===== src/rtl/twspi_pkg.sv =====
package twspi_pkg;

  // widths fixed by the item fields
  localparam int unsigned CmdW       = 2;
  localparam int unsigned RegAddrW   = 7;
  localparam int unsigned ByteW      = 8;
  localparam int unsigned ReadLenW   = 5;
  localparam int unsigned HalfW      = 8;
  localparam int unsigned BitIdxW    = 3;

  // default burst limit
  localparam int unsigned MaxReadBytesDefault = 16;

  // reset value of the half period register
  localparam logic [HalfW-1:0] HalfPeriodReset = 8'd1;

  // command codes
  typedef enum logic [CmdW-1:0] {
    CmdTick  = 2'd0,
    CmdWrite = 2'd1,
    CmdRead  = 2'd2
  } cmd_e;

  // frame sequencer phases
  typedef enum logic [3:0] {
    PhIdle    = 4'd0,
    PhStartHi = 4'd1,
    PhStartLo = 4'd2,
    PhTxLow   = 4'd3,
    PhTxHigh  = 4'd4,
    PhRxLow   = 4'd5,
    PhRxHigh  = 4'd6,
    PhFinClk  = 4'd7,
    PhFinCs   = 4'd8
  } phase_e;

  // one result of the sequencer
  typedef struct packed {
    logic             chip_select_n;
    logic             serial_clock;
    logic             data_out;
    logic             data_drive;
    logic [ByteW-1:0] read_byte;
    logic             byte_valid;
    logic             last_byte;
    logic             busy_res;
  } result_t;

endpackage


===== src/rtl/twspi_seq.sv =====
module twspi_seq #(
  parameter int unsigned MaxReadBytes = twspi_pkg::MaxReadBytesDefault
) (
  input  logic                             clk_i,
  input  logic                             rst_ni,
  input  logic                             accept_i,
  input  logic [twspi_pkg::CmdW-1:0]       command_i,
  input  logic [twspi_pkg::RegAddrW-1:0]   reg_addr_i,
  input  logic [twspi_pkg::ByteW-1:0]      write_value_i,
  input  logic [twspi_pkg::ReadLenW-1:0]   read_length_i,
  input  logic                             sdio_in_i,
  input  logic [twspi_pkg::HalfW-1:0]      half_period_i,
  output twspi_pkg::result_t               result_o
);

  localparam int unsigned CntW = $clog2(MaxReadBytes + 1);
  localparam int unsigned CmpW = (CntW > twspi_pkg::ReadLenW) ? CntW : twspi_pkg::ReadLenW;
  localparam logic [CmpW-1:0] MaxExt = CmpW'(MaxReadBytes);

  localparam int unsigned ByteW = twspi_pkg::ByteW;
  localparam int unsigned HalfW = twspi_pkg::HalfW;
  localparam int unsigned BitW  = twspi_pkg::BitIdxW;

  twspi_pkg::phase_e   phase_q, phase_d;
  logic [HalfW-1:0]    tick_q, tick_d;
  logic [BitW-1:0]     bit_q, bit_d;
  logic [CntW-1:0]     left_q, left_d;
  logic [ByteW-1:0]    shift_out_q, shift_out_d;
  logic [ByteW-1:0]    shift_in_q, shift_in_d;
  logic [ByteW-1:0]    held_q, held_d;
  logic                is_read_q, is_read_d;
  logic                data_lvl_q, data_lvl_d;

  logic                start;
  logic                start_read;
  logic [CmpW-1:0]     len_ext;
  logic [CntW-1:0]     len_sat;
  logic [HalfW-1:0]    half_eff;
  logic                phase_end;
  logic [ByteW-1:0]    shift_in_nx;
  logic                cs, clk, data, drive;
  logic                valid, last;
  logic [ByteW-1:0]    rbyte;

  // burst length limited to the supported maximum
  assign len_ext = CmpW'(read_length_i);
  assign len_sat = (len_ext > MaxExt) ? CntW'(MaxExt) : CntW'(len_ext);

  // a zero half period behaves as one tick
  assign half_eff = (half_period_i == '0) ? HalfW'(1) : half_period_i;

  assign start      = (phase_q == twspi_pkg::PhIdle) &&
                      ((command_i == twspi_pkg::CmdWrite) || (command_i == twspi_pkg::CmdRead));
  assign start_read = (command_i == twspi_pkg::CmdRead);

  // frame sequencer: load on a command, then pins and phase advance
  always_comb begin
    phase_d     = phase_q;
    tick_d      = tick_q;
    bit_d       = bit_q;
    left_d      = left_q;
    shift_out_d = shift_out_q;
    shift_in_d  = shift_in_q;
    held_d      = held_q;
    is_read_d   = is_read_q;

    if (start) begin
      is_read_d   = start_read;
      shift_out_d = {start_read, reg_addr_i};
      held_d      = write_value_i;
      left_d      = start_read ? len_sat : CntW'(1);
      bit_d       = '0;
      tick_d      = '0;
      shift_in_d  = '0;
      phase_d     = twspi_pkg::PhStartHi;
    end

    // pin levels of the current phase
    data  = data_lvl_q;
    cs    = 1'b0;
    clk   = 1'b1;
    drive = 1'b1;
    unique case (phase_d)
      twspi_pkg::PhStartHi: cs = 1'b1;
      twspi_pkg::PhStartLo: cs = 1'b0;
      twspi_pkg::PhTxLow: begin
        clk  = 1'b0;
        data = shift_out_d[~bit_d];
      end
      twspi_pkg::PhTxHigh: data = shift_out_d[~bit_d];
      twspi_pkg::PhRxLow: begin
        clk   = 1'b0;
        drive = 1'b0;
      end
      twspi_pkg::PhRxHigh: drive = 1'b0;
      twspi_pkg::PhFinClk: drive = ~is_read_d;
      twspi_pkg::PhFinCs: begin
        cs    = 1'b1;
        drive = ~is_read_d;
      end
      default: cs = 1'b1;
    endcase
    data_lvl_d = data;

    valid       = 1'b0;
    last        = 1'b0;
    rbyte       = '0;
    shift_in_nx = {shift_in_d[ByteW-2:0], sdio_in_i};
    phase_end   = ({1'b0, tick_d} + {{HalfW{1'b0}}, 1'b1}) >= {1'b0, half_eff};

    // phase advance once the half period has run out
    if (phase_d != twspi_pkg::PhIdle) begin
      if (phase_end) begin
        tick_d = '0;
        unique case (phase_d)
          twspi_pkg::PhStartHi: phase_d = twspi_pkg::PhStartLo;
          twspi_pkg::PhStartLo: phase_d = twspi_pkg::PhTxLow;
          twspi_pkg::PhTxLow:   phase_d = twspi_pkg::PhTxHigh;
          twspi_pkg::PhTxHigh: begin
            if (bit_d == '1) begin
              bit_d = '0;
              if (!is_read_d) begin
                if (left_d != '0) begin
                  left_d      = '0;
                  shift_out_d = held_d;
                  phase_d     = twspi_pkg::PhTxLow;
                end else begin
                  phase_d = twspi_pkg::PhFinClk;
                end
              end else begin
                phase_d = (left_d != '0) ? twspi_pkg::PhRxLow : twspi_pkg::PhFinClk;
              end
            end else begin
              bit_d   = bit_d + BitW'(1);
              phase_d = twspi_pkg::PhTxLow;
            end
          end
          twspi_pkg::PhRxLow: phase_d = twspi_pkg::PhRxHigh;
          twspi_pkg::PhRxHigh: begin
            shift_in_d = shift_in_nx;
            if (bit_d == '1) begin
              bit_d = '0;
              valid = 1'b1;
              rbyte = shift_in_nx;
              if (left_d != '0) begin
                left_d = left_d - CntW'(1);
              end
              last    = (left_d == '0);
              phase_d = last ? twspi_pkg::PhFinClk : twspi_pkg::PhRxLow;
            end else begin
              bit_d   = bit_d + BitW'(1);
              phase_d = twspi_pkg::PhRxLow;
            end
          end
          twspi_pkg::PhFinClk: phase_d = twspi_pkg::PhFinCs;
          default: begin
            phase_d   = twspi_pkg::PhIdle;
            is_read_d = 1'b0;
          end
        endcase
      end else begin
        tick_d = tick_d + HalfW'(1);
      end
    end

    result_o.chip_select_n = cs;
    result_o.serial_clock  = clk;
    result_o.data_out      = drive & data;
    result_o.data_drive    = drive;
    result_o.read_byte     = rbyte;
    result_o.byte_valid    = valid;
    result_o.last_byte     = last;
    result_o.busy_res      = (phase_q != twspi_pkg::PhIdle) || start;
  end

  // sequencer state, advanced once per accepted tick
  always_ff @(posedge clk_i or negedge rst_ni) begin
    if (!rst_ni) begin
      phase_q     <= twspi_pkg::PhIdle;
      tick_q      <= '0;
      bit_q       <= '0;
      left_q      <= '0;
      shift_out_q <= '0;
      shift_in_q  <= '0;
      held_q      <= '0;
      is_read_q   <= 1'b0;
      data_lvl_q  <= 1'b1;
    end else if (accept_i) begin
      phase_q     <= phase_d;
      tick_q      <= tick_d;
      bit_q       <= bit_d;
      left_q      <= left_d;
      shift_out_q <= shift_out_d;
      shift_in_q  <= shift_in_d;
      held_q      <= held_d;
      is_read_q   <= is_read_d;
      data_lvl_q  <= data_lvl_d;
    end
  end

endmodule


===== src/rtl/twspi_out_reg.sv =====
module twspi_out_reg (
  input  logic               clk_i,
  input  logic               rst_ni,
  input  logic               in_valid_i,
  output logic               in_ready_o,
  input  twspi_pkg::result_t result_i,
  output logic               out_valid_o,
  input  logic               out_ready_i,
  output twspi_pkg::result_t result_o
);

  logic               valid_q;
  twspi_pkg::result_t data_q;

  // room when empty or the held result is taken this cycle
  assign in_ready_o  = !valid_q || out_ready_i;
  assign out_valid_o = valid_q;
  assign result_o    = data_q;

  // output valid flag
  always_ff @(posedge clk_i or negedge rst_ni) begin
    if (!rst_ni) begin
      valid_q <= 1'b0;
    end else if (in_ready_o) begin
      valid_q <= in_valid_i;
    end
  end

  // output payload
  always_ff @(posedge clk_i) begin
    if (in_valid_i && in_ready_o) begin
      data_q <= result_i;
    end
  end

endmodule


===== src/rtl/three_wire_spi_register_master.sv =====
// Three-wire SPI mode 3 register master, stepped by one input transfer per tick.
// Every accepted input transfer is one tick and yields exactly one output transfer
// carrying chip select, serial clock, data level and direction, plus any completed
// read byte with its last-byte flag. Command 1 runs a register write frame, command
// 2 a burst read of read_length bytes (capped at MaxReadBytes); commands are ignored while
// busy_res is high. Each clock half lasts half_period ticks (zero behaves as one); the user
// must write it through the configuration port only while idle; the block does not enforce it.
// Throughput is one tick per clock cycle; the result appears in the cycle after acceptance
// from the output register, and input is held off only while it is full and not taken.
module three_wire_spi_register_master #(
  parameter int unsigned MaxReadBytes = twspi_pkg::MaxReadBytesDefault
) (
  input  logic                           clk_i,
  input  logic                           rst_ni,
  input  logic                           cfg_valid_i,
  output logic                           cfg_ready_o,
  input  logic [twspi_pkg::HalfW-1:0]    cfg_data_i,
  input  logic                           in_valid_i,
  output logic                           in_ready_o,
  input  logic [twspi_pkg::CmdW-1:0]     command_i,
  input  logic [twspi_pkg::RegAddrW-1:0] reg_addr_i,
  input  logic [twspi_pkg::ByteW-1:0]    write_value_i,
  input  logic [twspi_pkg::ReadLenW-1:0] read_length_i,
  input  logic                           sdio_in_i,
  output logic                           out_valid_o,
  input  logic                           out_ready_i,
  output logic                           chip_select_n_o,
  output logic                           serial_clock_o,
  output logic                           data_out_o,
  output logic                           data_drive_o,
  output logic [twspi_pkg::ByteW-1:0]    read_byte_o,
  output logic                           byte_valid_o,
  output logic                           last_byte_o,
  output logic                           busy_res_o
);

  logic [twspi_pkg::HalfW-1:0] half_period_q;
  logic                        accept;
  twspi_pkg::result_t          seq_res;
  twspi_pkg::result_t          out_res;

  // half period register
  assign cfg_ready_o = 1'b1;
  always_ff @(posedge clk_i or negedge rst_ni) begin
    if (!rst_ni) begin
      half_period_q <= twspi_pkg::HalfPeriodReset;
    end else if (cfg_valid_i) begin
      half_period_q <= cfg_data_i;
    end
  end

  assign accept = in_valid_i && in_ready_o;

  // frame sequencer
  twspi_seq #(
    .MaxReadBytes(MaxReadBytes)
  ) u_seq (
    .clk_i        (clk_i),
    .rst_ni       (rst_ni),
    .accept_i     (accept),
    .command_i    (command_i),
    .reg_addr_i   (reg_addr_i),
    .write_value_i(write_value_i),
    .read_length_i(read_length_i),
    .sdio_in_i    (sdio_in_i),
    .half_period_i(half_period_q),
    .result_o     (seq_res)
  );

  // result register
  twspi_out_reg u_out (
    .clk_i      (clk_i),
    .rst_ni     (rst_ni),
    .in_valid_i (in_valid_i),
    .in_ready_o (in_ready_o),
    .result_i   (seq_res),
    .out_valid_o(out_valid_o),
    .out_ready_i(out_ready_i),
    .result_o   (out_res)
  );

  assign chip_select_n_o = out_res.chip_select_n;
  assign serial_clock_o  = out_res.serial_clock;
  assign data_out_o      = out_res.data_out;
  assign data_drive_o    = out_res.data_drive;
  assign read_byte_o     = out_res.read_byte;
  assign byte_valid_o    = out_res.byte_valid;
  assign last_byte_o     = out_res.last_byte;
  assign busy_res_o      = out_res.busy_res;

endmodule


===== config.mk =====
export PLATFORM = sky130hd
export DESIGN_NAME = three_wire_spi_register_master
export DESIGN_NICKNAME = d
export VERILOG_FILES = /design/src/rtl/twspi_pkg.sv /design/src/rtl/twspi_seq.sv /design/src/rtl/twspi_out_reg.sv /design/src/rtl/three_wire_spi_register_master.sv
export SDC_FILE = /design/constraint.sdc
export NUM_CORES = 1
export LEC_CHECK = 0
export BUFFER_PORTS_ARGS = -buffer_cell sky130_fd_sc_hd__buf_2
export CAP_MARGIN = 25
export CELL_PAD_IN_SITES_DETAIL_PLACEMENT = 1
export CELL_PAD_IN_SITES_GLOBAL_PLACEMENT = 1
export CORE_MARGIN = 4
export CORE_UTILIZATION = 30
export DETAILED_ROUTE_END_ITERATION = 8
export PLACE_DENSITY_LB_ADDON = 0.1
export SLEW_MARGIN = 20
export SYNTH_ARGS = -nofsm -noshare
export SYNTH_HDL_FRONTEND = slang
export SYNTH_HIERARCHICAL = 1
export SYNTH_SLANG_ARGS = --single-unit

===== constraint.sdc =====
create_clock -name clk_i -period 5.1 [get_ports clk_i]
set_input_delay 0.765 -clock clk_i [delete_from_list [all_inputs] [get_ports clk_i]]
set_output_delay 0.765 -clock clk_i [all_outputs]
set_load 0.01 [all_outputs]

==> impl_metrics.json <==
{
  "path_delay_family": "compound AO/OA/AOI/OAI gates",
  "cts_hold_buf": 0,
  "coreArea_um2": 13400,
  "root_buffer": "clkbuf_16",
  "worst_slack_ns": 0.752,
  "dp_slack_ns": 0.483,
  "start_kind": "input pin",
  "start_util_pct": 30.9,
  "setup.worst_path.start": "command_i[0]",
  "power_density_nw_per_um2": 499,
  "routedWlPerCell_um": 17.6,
  "cap_violations": 0,
  "yosys_warnings": 6,
  "wl_um": 11500,
  "tns_ns": 0,
  "finalCritPeriodShare_pct": 85.3,
  "synth-simple-area-share_pct": 18.3,
  "yosysTopAreaCellShare_pct": 31.4,
  "clock_path_buffers": 2,
  "synth_seq_cells": 69,
  "first_pass_iters": 4,
  "max-slew-margin-rel_pct": 39.7,
  "drc": 0,
  "via_per_inst": 5.20,
  "rows": 42,
  "post-dp-hpwl_um": 8100,
  "synthMuxAreaShare_pct": 9.22,
  "cpMaxStageDelayCell": "o21ai_2",
  "cts_tree": "built",
  "cts_resized": 0,
  "syn_nets": 475,
  "die_area_um2": 15700,
  "r2r_end": "u_seq/phase_q[0]$_DFFE_PN0P_",
  "synthToLayoutAreaGrowth_pct": 18.8,
  "grt_start_max_net_pins": 55,
  "grt_pass1_wl_um": 19300,
  "p_leak_nw": 2.21,
  "finalSetupViolCount": 0,
  "grt_setup_unrepaired": "no",
  "syn_inst": 426,
  "synth_compound_area_share_pct": 16.5,
  "timing.fmax_mhz": 230,
  "fillCellCount": 1548,
  "grt_pass1_vias": 3681,
  "multi_input_area_um2": 2090,
  "die_y_um": 125,
  "clkSinkCount": 69,
  "crit_type": "input pin to flip-flop",
  "ff_latch_area_um2": 1800,
  "r2r_start": "u_seq/phase_q[0]$_DFFE_PN0P_",
  "overflow": 0,
  "reg2reg_depth": 16,
  "async_flop_share_pct": 78.3,
  "worstHoldPathType": "flip-flop to flip-flop",
  "worstPathMaxFanout": 13,
  "synth_top_family_by_area": "simple AND/OR/NAND/NOR gates",
  "clk_pin_slew_worst_paths_ns": 0.06,
  "ys_top_cells_by_area": "dfrtp_1, edfxtp_1, nand2_1, ha_1, mux2i_1",
  "crit_path_end": "u_seq/phase_q[0]$_DFFE_PN0P_",
  "finalMaxSlewViolations": 0,
  "crit_top_cell": "ha_1",
  "end_kind": "flip-flop",
  "ioPinCount": 54,
  "seq_area_frac_synth_pct": 43.6,
  "place_area_um2": 4550,
  "final_util_pct": 36.7,
  "cts_made_buffers": 9,
  "final_area_um2": 4920,
  "crit_required_ns": 5.33,
  "io_buffers": 52,
  "arrival_ns": 4.57,
  "worstMarginPinSlew_ns": 0.903,
  "first_iter_violations": 157,
  "place.gp.congestion": 0.860,
  "clkLatencyLatePin_ns": 0.34,
  "htree_num_levels": 3,
  "yosysUniqueCellTypes": 67,
  "antenna_left": 0,
  "synth_fa_ha_area_share_pct": 3.93,
  "slowest_delay_ns": 0.61,
  "postCtsSetupRepairBufs": 0,
  "synth_top_area_cell": "dfrtp_1",
  "track_usage_pct": 15.2,
  "final_nets": 521,
  "holdWs_ns": 0.472,
  "synth_area_um2": 4140,
  "antenna_found_initial": 0,
  "n_antenna_cell": 0,
  "outcome": "finished, final reports clean",
  "hold_viol": 0,
  "synth.most_common_cell": "nand2_1",
  "peakVddDrop_mv": 0.221,
  "synth-xor-area-share_pct": 2.33,
  "synth-edff-count": 15,
  "r2r_slack_ns": 0.83,
  "dieWidth_um": 125,
  "synthFlopType": "dfrtp_1",
  "period_needed_ns": 4.35,
  "drive_above_1_share_pct": 22.4,
  "crit_buf_inv": 3,
  "cp.depth": 18,
  "fin_skew_ns": 0.00891,
  "ys_top_cells_by_count": "nand2_1, dfrtp_1, nor2_1",
  "synth_area_per_cell_um2": 9.72,
  "cp_cell_sequence": "buf_2 > inv_1 > ha_1 > inv_1 > nand2_1 > and2_1 > ha_1 > and3_1 > nand3_1 > xor2_1 > nor2_1 > ha_1 > nand2_1 > o21ai_0 > a21oi_1 > o21ai_2 > mux2_2 > a32o_1",
  "vias": 3397
}
[per-layer routing]
| metal | track usage (%) | part of all wire (%) | vias up |
|---|---|---|---|
| li1 | - | - | 1628 |
| met1 | 19.7 | 46 | 1687 |
| met2 | 24.9 | 49 | 69 |
| met3 | 3.75 | 4.0 | 13 |
| met4 | 5.23 | 1.3 | 0 |
| met5 | 0 | 0 | - |
[area by class of cell]
| class | instances | area share (%) |
|---|---|---|
| clock inverter | 6 | 2.34 |
| tap | 176 | 4.48 |
| clock buffer | 10 | 5.09 |
| multi-input combinational | 303 | 42.4 |
| sequential | 69 | 36.7 |
| inverter | 26 | 1.98 |
| timing repair buffer | 63 | 6.97 |
[worst min-delay path by stage]
stage / start / to / slack (ns) / depth (start not counted)
floorplan: u_seq/held_q[0]$_DFFE_PN0P_ / u_seq/held_q[0]$_DFFE_PN0P_ / 0.44 / 2
global placement: u_seq/held_q[6]$_DFFE_PN0P_ / u_seq/held_q[6]$_DFFE_PN0P_ / 0.46 / 2
detailed placement: u_seq/held_q[5]$_DFFE_PN0P_ / u_seq/held_q[5]$_DFFE_PN0P_ / 0.46 / 2
CTS: u_seq/held_q[5]$_DFFE_PN0P_ / u_seq/held_q[5]$_DFFE_PN0P_ / 0.48 / 2
global route: u_seq/held_q[5]$_DFFE_PN0P_ / u_seq/held_q[5]$_DFFE_PN0P_ / 0.50 / 2
finish: u_seq/held_q[1]$_DFFE_PN0P_ / u_seq/held_q[1]$_DFFE_PN0P_ / 0.47 / 2
[worst min-delay path, delay by kind of cell (launching register included)]
kind	cells	cell delay, ns
AND/OR/NAND/NOR	2	0.10
flip-flops	1	0.34
[sequential cells by signal, summed over array words and instances (netlist names), 3 cells and up]
| signal | flops |
|---|---|
| half_period_q | 8 |
| u_seq/held_q | 8 |
| u_out/result_o | 15 |
| u_seq/phase_q | 4 |
| u_seq/bit_q | 3 |
| u_seq/shift_out_q | 8 |
| u_seq/tick_q | 8 |
| u_seq/shift_in_q | 7 |
| u_seq/left_q | 5 |
[power by group]
part | switching (W) | total, W | internal [W]
Sequential | 0.000126 | 0.000842 | 0.000716
Clock | 0.000254 | 0.000765 | 0.000511
Combinational | 0.000500 | 0.000845 | 0.000345
[through the flow]
step | cells | power (W)
floorplan | 426 | 0.00145
global placement | 637 | 0.00169
detailed placement | 637 | 0.00170
CTS | 653 | 0.00250
global route | 653 | 0.00264
finish | 653 | 0.00245
[cell usage in the layout (no fill, tap or decap), types with 10 or more instances in the layout]
cell       Yosys  routed
buf_4          7      11
a21oi_1       13      13
inv_1         26      26
edfxtp_1      15      15
mux2i_1       16      16
nand2_1       62      62
buf_2          6      52
and3_1        12      12
dfrtp_1       52      52
nor2_1        29      29
o21ai_0       22      22
a211oi_1      18      18
clkbuf_16      0      10
nand3_1       10      10
ha_1          13      13
[cell families (layout without fill, tap and decap cells)]
logic type                 count (synthesis)  in the layout
AOI/OAI and AO/OA                         97             97
xor gates and xnor gates                  11             11
adders and majority gates                 13             13
buffers and inverters                     54            105
DFF                                       69             69
muxes                                     31             31
other                                      1              1
and+or+nand+nor                          150            150
Note: power is estimated with default switching activity, not from simulation.
